[src/rtl/core/tect_pkg.sv]
// ----------------------------------------------------------------------------
// tect_pkg
// Shared widths, register codes, reset values and arithmetic helpers for the
// triple moving-average coincidence trigger.
// ----------------------------------------------------------------------------
package tect_pkg;

  localparam int FRAC_BITS  = 16;
  localparam int COUNT_BITS = 8;

  // Unsigned unit-interval values, signed Q2 samples, product of the two
  localparam int VAL_W    = FRAC_BITS + 1;
  localparam int SAMPLE_W = FRAC_BITS + 2;
  localparam int PROD_W   = 2 * SAMPLE_W;

  localparam int NUM_SAMPLES = 4;
  localparam int IN_DATA_W   = ((NUM_SAMPLES * SAMPLE_W + 7) / 8) * 8;
  localparam int OUT_FIELD_W = 4 * VAL_W;
  localparam int OUT_DATA_W  = ((OUT_FIELD_W + 7) / 8) * 8;

  localparam int CFG_IDX_W  = 3;
  localparam int CFG_DATA_W = VAL_W;

  localparam logic [VAL_W-1:0] ONE = VAL_W'(64'd1 << FRAC_BITS);

  // Register indexes
  localparam logic [CFG_IDX_W-1:0] REG_WEIGHT     = 3'd0;
  localparam logic [CFG_IDX_W-1:0] REG_TRUST_TH   = 3'd1;
  localparam logic [CFG_IDX_W-1:0] REG_PRESENCE_TH = 3'd2;
  localparam logic [CFG_IDX_W-1:0] REG_HARMONY_TH = 3'd3;
  localparam logic [CFG_IDX_W-1:0] REG_WARMUP     = 3'd4;
  localparam logic [CFG_IDX_W-1:0] REG_REFRACTORY = 3'd5;

  // Reset values, rounded to nearest
  localparam logic [VAL_W-1:0] WEIGHT_DEFAULT   = VAL_W'((64'd1 << FRAC_BITS) / 4);
  localparam logic [VAL_W-1:0] TRUST_DEFAULT    =
    VAL_W'(((64'd1 << FRAC_BITS) * 4 + 2) / 5);
  localparam logic [VAL_W-1:0] PRESENCE_DEFAULT =
    VAL_W'(((64'd1 << FRAC_BITS) * 7 + 5) / 10);
  localparam logic [VAL_W-1:0] HARMONY_DEFAULT  =
    VAL_W'(((64'd1 << FRAC_BITS) * 17 + 10) / 20);
  localparam logic [COUNT_BITS-1:0] WARMUP_DEFAULT     = COUNT_BITS'(10);
  localparam logic [COUNT_BITS-1:0] REFRACTORY_DEFAULT = COUNT_BITS'(5);

  // Clamp a signed Q2 sample to 0..ONE
  function automatic logic [VAL_W-1:0] to_unit(input logic [SAMPLE_W-1:0] raw);
    logic [VAL_W-1:0] mag;
    mag = raw[VAL_W-1:0];
    if (raw[SAMPLE_W-1]) begin
      return '0;
    end else if (mag > ONE) begin
      return ONE;
    end
    return mag;
  endfunction

  // Cap a written value at ONE
  function automatic logic [VAL_W-1:0] cap_one(input logic [VAL_W-1:0] v);
    return (v > ONE) ? ONE : v;
  endfunction

  // avg + floor(w * (x - avg) / ONE), equal to (w*x + (ONE-w)*avg) >> FRAC_BITS
  function automatic logic [VAL_W-1:0] blend(input logic [VAL_W-1:0] avg,
                                             input logic [VAL_W-1:0] x,
                                             input logic [VAL_W-1:0] w);
    logic signed [SAMPLE_W-1:0] diff;
    logic signed [SAMPLE_W-1:0] ws;
    logic signed [PROD_W-1:0]   prod;
    logic signed [PROD_W-1:0]   sum;
    diff = $signed({1'b0, x}) - $signed({1'b0, avg});
    ws   = $signed({1'b0, w});
    prod = PROD_W'(diff) * PROD_W'(ws);
    sum  = $signed({{(PROD_W-VAL_W){1'b0}}, avg}) + (prod >>> FRAC_BITS);
    return sum[VAL_W-1:0];
  endfunction

endpackage

[src/rtl/core/triple_ema_coincidence_trigger_top.sv]
// ----------------------------------------------------------------------------
// triple_ema_coincidence_trigger_top
// An item passes from the input register to the result register.
// Throughput: one item per cycle unless out_tready stalls; one multiply-add per
// average sets the path between the input register and the result register.
// Reset: synchronous, active low; registers take their default values, the
// averages clear and the warmup count loads its default length.
// ----------------------------------------------------------------------------
module triple_ema_coincidence_trigger_top
  import tect_pkg::*;
(
  input  logic                  clk,
  input  logic                  rst_n,
  // trust_sample, presence_sample, harmony_sample, awareness_sample
  input  logic [IN_DATA_W-1:0]  in_tdata,
  input  logic                  in_tvalid,
  output logic                  in_tready,
  // awareness_level, trust_average, presence_average, harmony_average, zero pad
  output logic [OUT_DATA_W-1:0] out_tdata,
  // fired
  output logic                  out_tuser,
  output logic                  out_tvalid,
  input  logic                  out_tready,
  input  logic                  cfg_we,
  input  logic [CFG_IDX_W-1:0]  cfg_index,
  input  logic [CFG_DATA_W-1:0] cfg_wdata
);

  // Configuration registers
  logic [VAL_W-1:0]      weight_r, trust_th_r, presence_th_r, harmony_th_r;
  logic [COUNT_BITS-1:0] refractory_len_r;

  // Item state
  logic [VAL_W-1:0]      trust_avg_r, presence_avg_r, harmony_avg_r;
  logic                  loaded_r;
  logic [COUNT_BITS-1:0] warmup_left_r, refractory_left_r;

  // Input register
  logic                          in_valid_r;
  logic [NUM_SAMPLES*SAMPLE_W-1:0] in_data_r;

  // Result register
  logic             out_valid_r;
  logic             fired_r;
  logic [VAL_W-1:0] aware_r, trust_out_r, presence_out_r, harmony_out_r;

  logic advance;
  logic [VAL_W-1:0] t_unit, p_unit, h_unit, a_unit;
  logic [VAL_W-1:0] trust_nxt, presence_nxt, harmony_nxt;
  logic [COUNT_BITS-1:0] warmup_nxt, refractory_nxt;
  logic fired_nxt;

  assign advance   = in_valid_r && (!out_valid_r || out_tready);
  assign in_tready = !in_valid_r || advance;

  // Store configuration writes, saturating to the unit interval; a zero weight loads the default
  always_ff @(posedge clk) begin
    if (!rst_n) begin
      weight_r         <= WEIGHT_DEFAULT;
      trust_th_r       <= TRUST_DEFAULT;
      presence_th_r    <= PRESENCE_DEFAULT;
      harmony_th_r     <= HARMONY_DEFAULT;
      refractory_len_r <= REFRACTORY_DEFAULT;
    end else if (cfg_we) begin
      case (cfg_index)
        REG_WEIGHT: begin
          weight_r <= (cfg_wdata == '0) ? WEIGHT_DEFAULT : cap_one(cfg_wdata);
        end
        REG_TRUST_TH:    trust_th_r       <= cap_one(cfg_wdata);
        REG_PRESENCE_TH: presence_th_r    <= cap_one(cfg_wdata);
        REG_HARMONY_TH:  harmony_th_r     <= cap_one(cfg_wdata);
        // The warmup length only seeds the count at reset, where it is the default
        REG_WARMUP: ;
        REG_REFRACTORY:  refractory_len_r <= cfg_wdata[COUNT_BITS-1:0];
        default: ;
      endcase
    end
  end

  // Capture the request into the input register
  always_ff @(posedge clk) begin
    if (!rst_n) begin
      in_valid_r <= 1'b0;
    end else if (in_tready) begin
      in_valid_r <= in_tvalid;
    end
  end

  always_ff @(posedge clk) begin
    if (in_tready && in_tvalid) begin
      in_data_r <= in_tdata[NUM_SAMPLES*SAMPLE_W-1:0];
    end
  end

  // Clamp samples and update the averages
  always_comb begin
    t_unit = to_unit(in_data_r[0*SAMPLE_W +: SAMPLE_W]);
    p_unit = to_unit(in_data_r[1*SAMPLE_W +: SAMPLE_W]);
    h_unit = to_unit(in_data_r[2*SAMPLE_W +: SAMPLE_W]);
    a_unit = to_unit(in_data_r[3*SAMPLE_W +: SAMPLE_W]);
    if (!loaded_r) begin
      trust_nxt    = t_unit;
      presence_nxt = p_unit;
      harmony_nxt  = h_unit;
    end else begin
      trust_nxt    = blend(trust_avg_r, t_unit, weight_r);
      presence_nxt = blend(presence_avg_r, p_unit, weight_r);
      harmony_nxt  = blend(harmony_avg_r, h_unit, weight_r);
    end
  end

  // Suppress during warmup, then refractory; otherwise test the thresholds
  always_comb begin
    warmup_nxt     = warmup_left_r;
    refractory_nxt = refractory_left_r;
    fired_nxt      = 1'b0;
    if (warmup_left_r != '0) begin
      warmup_nxt = warmup_left_r - 1'b1;
    end else if (refractory_left_r != '0) begin
      refractory_nxt = refractory_left_r - 1'b1;
    end else if (trust_nxt >= trust_th_r && presence_nxt >= presence_th_r &&
                 harmony_nxt >= harmony_th_r) begin
      fired_nxt      = 1'b1;
      refractory_nxt = refractory_len_r;
    end
  end

  // Commit state as the item moves to the result register
  always_ff @(posedge clk) begin
    if (!rst_n) begin
      trust_avg_r       <= '0;
      presence_avg_r    <= '0;
      harmony_avg_r     <= '0;
      loaded_r          <= 1'b0;
      warmup_left_r     <= WARMUP_DEFAULT;
      refractory_left_r <= '0;
    end else if (advance) begin
      trust_avg_r       <= trust_nxt;
      presence_avg_r    <= presence_nxt;
      harmony_avg_r     <= harmony_nxt;
      loaded_r          <= 1'b1;
      warmup_left_r     <= warmup_nxt;
      refractory_left_r <= refractory_nxt;
    end
  end

  // Hold the result until the downstream request is taken
  always_ff @(posedge clk) begin
    if (!rst_n) begin
      out_valid_r <= 1'b0;
    end else if (advance) begin
      out_valid_r <= 1'b1;
    end else if (out_tready) begin
      out_valid_r <= 1'b0;
    end
  end

  always_ff @(posedge clk) begin
    if (advance) begin
      fired_r        <= fired_nxt;
      aware_r        <= fired_nxt ? a_unit : '0;
      trust_out_r    <= trust_nxt;
      presence_out_r <= presence_nxt;
      harmony_out_r  <= harmony_nxt;
    end
  end

  assign out_tvalid = out_valid_r;
  assign out_tuser  = fired_r;
  assign out_tdata  = {{(OUT_DATA_W-OUT_FIELD_W){1'b0}},
                       harmony_out_r, presence_out_r, trust_out_r, aware_r};

endmodule

[config.mk]
export PLATFORM = sky130hd
export DESIGN_NAME = triple_ema_coincidence_trigger_top
export DESIGN_NICKNAME = d
export VERILOG_FILES = /design/src/rtl/core/tect_pkg.sv /design/src/rtl/core/triple_ema_coincidence_trigger_top.sv
export SDC_FILE = /design/constraint.sdc
export NUM_CORES = 2
export LEC_CHECK = 0
export CAP_MARGIN = 30
export CORE_MARGIN = 2
export CORE_UTILIZATION = 55
export CTS_CLUSTER_DIAMETER = 30
export DETAILED_ROUTE_END_ITERATION = 6
export DONT_BUFFER_PORTS = 1
export GPL_ROUTABILITY_DRIVEN = 0
export PLACE_DENSITY_LB_ADDON = 0.3
export SYNTH_ARGS = -nofsm -noshare
export SYNTH_HDL_FRONTEND = slang
export SYNTH_SLANG_ARGS = --single-unit
export TNS_END_PERCENT = 30
[constraint.sdc]
create_clock -name clk -period 30.2 [get_ports clk]
set_input_delay 0 -clock clk [delete_from_list [all_inputs] [get_ports clk]]
set_output_delay 0 -clock clk [all_outputs]
set_load 0.03 [all_outputs]
==> flow_metrics.env <==
export IMPL_place_area_um2=49550
export IMPL_fin_nets=6703
export IMPL_drc_errors=5
export IMPL_ir_drop_uv=56.57
export IMPL_rsz0062_at_grt="no"
export IMPL_root_buffer="clkbuf_16"
export IMPL_design_area_um2=52090
export IMPL_cts_made_buffers=30
export IMPL_worst_path_most_repeated_cell="fa_1"
export IMPL_dpl_hpwl_um=92600
export IMPL_drive_gt1_share_pct=3.972
export IMPL_post_cts_setup_buffer_count=0
export IMPL_grt_start_max_net_pins=82
export IMPL_outcome="finished, violations left"
export IMPL_netlist_area_um2=48140
export IMPL_cts_tree="done"
export IMPL_r2r_end="aware_r[6]$_SDFFCE_PP0P_"
export IMPL_avgViaCountPerCell=5.437
export IMPL_yosys_warnings=0
export IMPL_hold_ws_ps=3.373
export IMPL_period_minus_slack_ps=15200
export IMPL_start_kind="register"
export IMPL_pwr_share_clk_pct=17.8
export IMPL_drv_slew=0
export IMPL_p_switching_uw=1078
export IMPL_setup_violations_final=0
export IMPL_r2r_cells=55
export IMPL_htree_levels=1
export IMPL_synth_edf_count=141
export IMPL_ys_async_sr_fraction_pct=0
export IMPL_dieArea_um2=89900
export IMPL_whs_path_depth=1
export IMPL_grt_pass1_wl_um=202500
export IMPL_p_seq_share_pct=21.0
export IMPL_fmax_mhz=65.79
export IMPL_worstSetupEndpointType="register"
export IMPL_critPathMaxStageDelay_ps=720
export IMPL_tns_ps=0
export IMPL_tightest_slew_ps=999.7
export IMPL_crit_arrival_ps=15700
export IMPL_drtIter0Drc=2281
export IMPL_hold_end="in_data_r[67]$_DFFE_PP_"
export IMPL_clock_sinks=287
export IMPL_totalWireLength_um=123700
export IMPL_antenna_left=0
export IMPL_clkTransAtPathRegs_ps=80
export IMPL_dieHeight_um=299.8
export IMPL_combPwrFrac_pct=61.2
export IMPL_gr_total_overflow=0
export IMPL_grt_pass1_vias=37350
export IMPL_seq_area_frac_synth_pct=14.87
export IMPL_rr_startpoint="in_data_r[9]$_DFFE_PP_"
export IMPL_ys_ff_latch=287
export IMPL_finalCritPeriodShare_pct=50.33
export IMPL_die_w_um=299.8
export IMPL_pin_count=172
export IMPL_leakage_uw=0.02531
export IMPL_crit_type="reg2reg"
export IMPL_firstDrtPassIters=7
export IMPL_synth_cell_types=79
export IMPL_vias=35440
export IMPL_wl_per_cell_um=18.97
export IMPL_power_density_nw_per_um2=43.57
export IMPL_rows=108
export IMPL_syn_inst=5298
export IMPL_cap_viol_max_count=0
export IMPL_critical_path_slowest_cell="o41ai_1"
export IMPL_core_area_um2=86750
export IMPL_violations="DRC"
export IMPL_hp_class="in2reg"
export IMPL_syn_avg_cell_area_um2=9.086
export IMPL_insertion_delay_ps=640
export IMPL_initial_core_util_pct=55.49
export IMPL_hp_start="in_tdata[67]"
export IMPL_crit_required_ps=30700
export IMPL_final_hold_viol_count=0
export IMPL_hold_buffers=140
export IMPL_clock_path_buffers=3
export IMPL_r2r_setup_slack_ps=15000
export IMPL_fill_cells=7306
export IMPL_max_slew_margin_rel_pct=33.35
export IMPL_internal_power_uw=1192
export IMPL_fin_skew_ps=61.69
export IMPL_switching_share_pct=47.48
export IMPL_synthFlopType="dfxtp_1"
export IMPL_antenna_found_initial=1
export IMPL_io_buffers=0
export IMPL_cts_repair_resized=0
export IMPL_area_growth_pct=8.208
export IMPL_cp_max_fo=17
export IMPL_track_usage_pct=28.49
==> kinds of logic after synthesis <==
group / Yosys count / synth area share (%)
AO/OA/AOI/OAI: 492 / 6.537
XOR/XNOR: 189 / 3.538
adder cells (fa/ha/maj): 1271 / 46.63
buffers and inverters: 1447 / 11.33
flip-flops: 287 / 14.87
multiplexers: 35 / 0.7954
other: 1 / 0.007790
AND/OR/NAND/NOR: 1576 / 16.29
==> power groups by stage <==
stage / Sequential, uW / Combinational [uW] / Clock, uW
after CTS: 476 / 1370 / 404
final: 477 / 1390 / 404
after detailed placement: 484 / 1330 / 0
after floorplan: 476 / 949 / 0
after global placement: 484 / 1310 / 0
after global routing: 479 / 1530 / 420
==> critical path, delay by kind of cell, from the launching register on <==
family | cells | cell delay, ps
flip-flops | 1 | 500
XOR/XNOR | 3 | 530
AND/OR/NAND/NOR | 15 | 2780
adder cells (fa/ha/maj) | 12 | 4810
multiplexers | 1 | 310
AO/OA/AOI/OAI | 19 | 5460
buffers and inverters | 5 | 680
==> state kept, by name, summed over array words and instances, names as in the netlist <==
register	cells
in_data_r	72
trust_th_r	17
harmony_out_r	17
presence_out_r	17
warmup_left_r	8
out_tvalid	1
presence_avg_r	17
trust_out_r	17
out_tuser	1
weight_r	17
loaded_r	1
harmony_avg_r	17
in_valid_r	1
presence_th_r	17
trust_avg_r	17
refractory_len_r	8
harmony_th_r	17
refractory_left_r	8
aware_r	17
==> cell type report <==
class	instances	area [um^2]	share of cell area, %
sequential	287	7187	13.80
antenna	1	2.502	0.004804
multi-input combinational	3567	35610	68.37
tap	1155	1445	2.774
timing repair buffer	222	2122	4.074
clock buffer	32	758.2	1.456
inverter	1231	4624	8.878
clock inverter	24	336.6	0.6462
==> metrics by stage <==
step | util, % | total power (uW) | std cells | setup WS (ps)
floorplan | - | 1425 | 5301 | 17610
global placement | 56.99 | 1796 | 6316 | 15720
detailed placement | 57.12 | 1812 | 6320 | 15520
CTS | 60.00 | 2245 | 6516 | 15460
global route | 60.04 | 2433 | 6518 | 13910
finish | 60.04 | 2270 | 6519 | 15000
==> cells in the mapped netlist (76+ instances only) <==
| master | instances | share of area [%] |
|---|---|---|
| fa_1 | 873 | 36 |
| inv_1 | 1231 | 9.6 |
| o21ai_0 | 76 | 0.79 |
| nor2_1 | 214 | 1.7 |
| nor2b_1 | 86 | 1.1 |
| xnor2_1 | 144 | 2.6 |
| nand2_1 | 587 | 4.6 |
| ha_1 | 394 | 10 |
| and2_1 | 498 | 6.5 |
| edfxtp_1 | 141 | 8.8 |
| a21oi_1 | 182 | 1.9 |
| clkbuf_1 | 206 | 1.6 |
| dfxtp_1 | 146 | 6.1 |
==> routing by layer <==
metal / wire length (um) / up-vias / global-route usage, %
li1: - / 16090 / -
met1: 52610 / 17770 / 40.10
met2: 57590 / 1348 / 46.40
met3: 9537 / 232 / 3.591
met4: 3946 / 0 / 8.452
met5: 0 / - / 0
==> cells in the final DEF, fill, tap and decap left out, drive strengths merged, types with 8 or more instances in the layout <==
master,n
a211oi,44
a21o,39
a21oi,182
a31oi,13
and2,499
and3,11
buf,82
clkbuf,32
clkinv,8
dfxtp,146
dlygate4sd3,140
edfxtp,141
fa,873
ha,394
inv,1244
mux2,26
mux2i,9
nand2,587
nand2b,32
nand3,36
nand4,15
nor2,214
nor2b,86
nor3,33
nor4,27
o211ai,35
o21a,29
o21ai,79
o21bai,17
or3,10
xnor2,145
xor2,42
==> worst max-delay path by stage <==
stage                                       start                   endpoint  cells past startpoint
final                      in_data_r[9]$_DFFE_PP_   aware_r[6]$_SDFFCE_PP0P_                     55
after global routing       in_data_r[9]$_DFFE_PP_   aware_r[6]$_SDFFCE_PP0P_                     56
after CTS                  in_data_r[3]$_DFFE_PP_   aware_r[9]$_SDFFCE_PP0P_                     56
after detailed placement   in_data_r[3]$_DFFE_PP_   aware_r[9]$_SDFFCE_PP0P_                     56
after global placement    in_data_r[15]$_DFFE_PP_   aware_r[0]$_SDFFCE_PP0P_                     56
after floorplan           in_data_r[36]$_DFFE_PP_  aware_r[10]$_SDFFCE_PP0P_                     57
(Power assumes the default switching activity.)
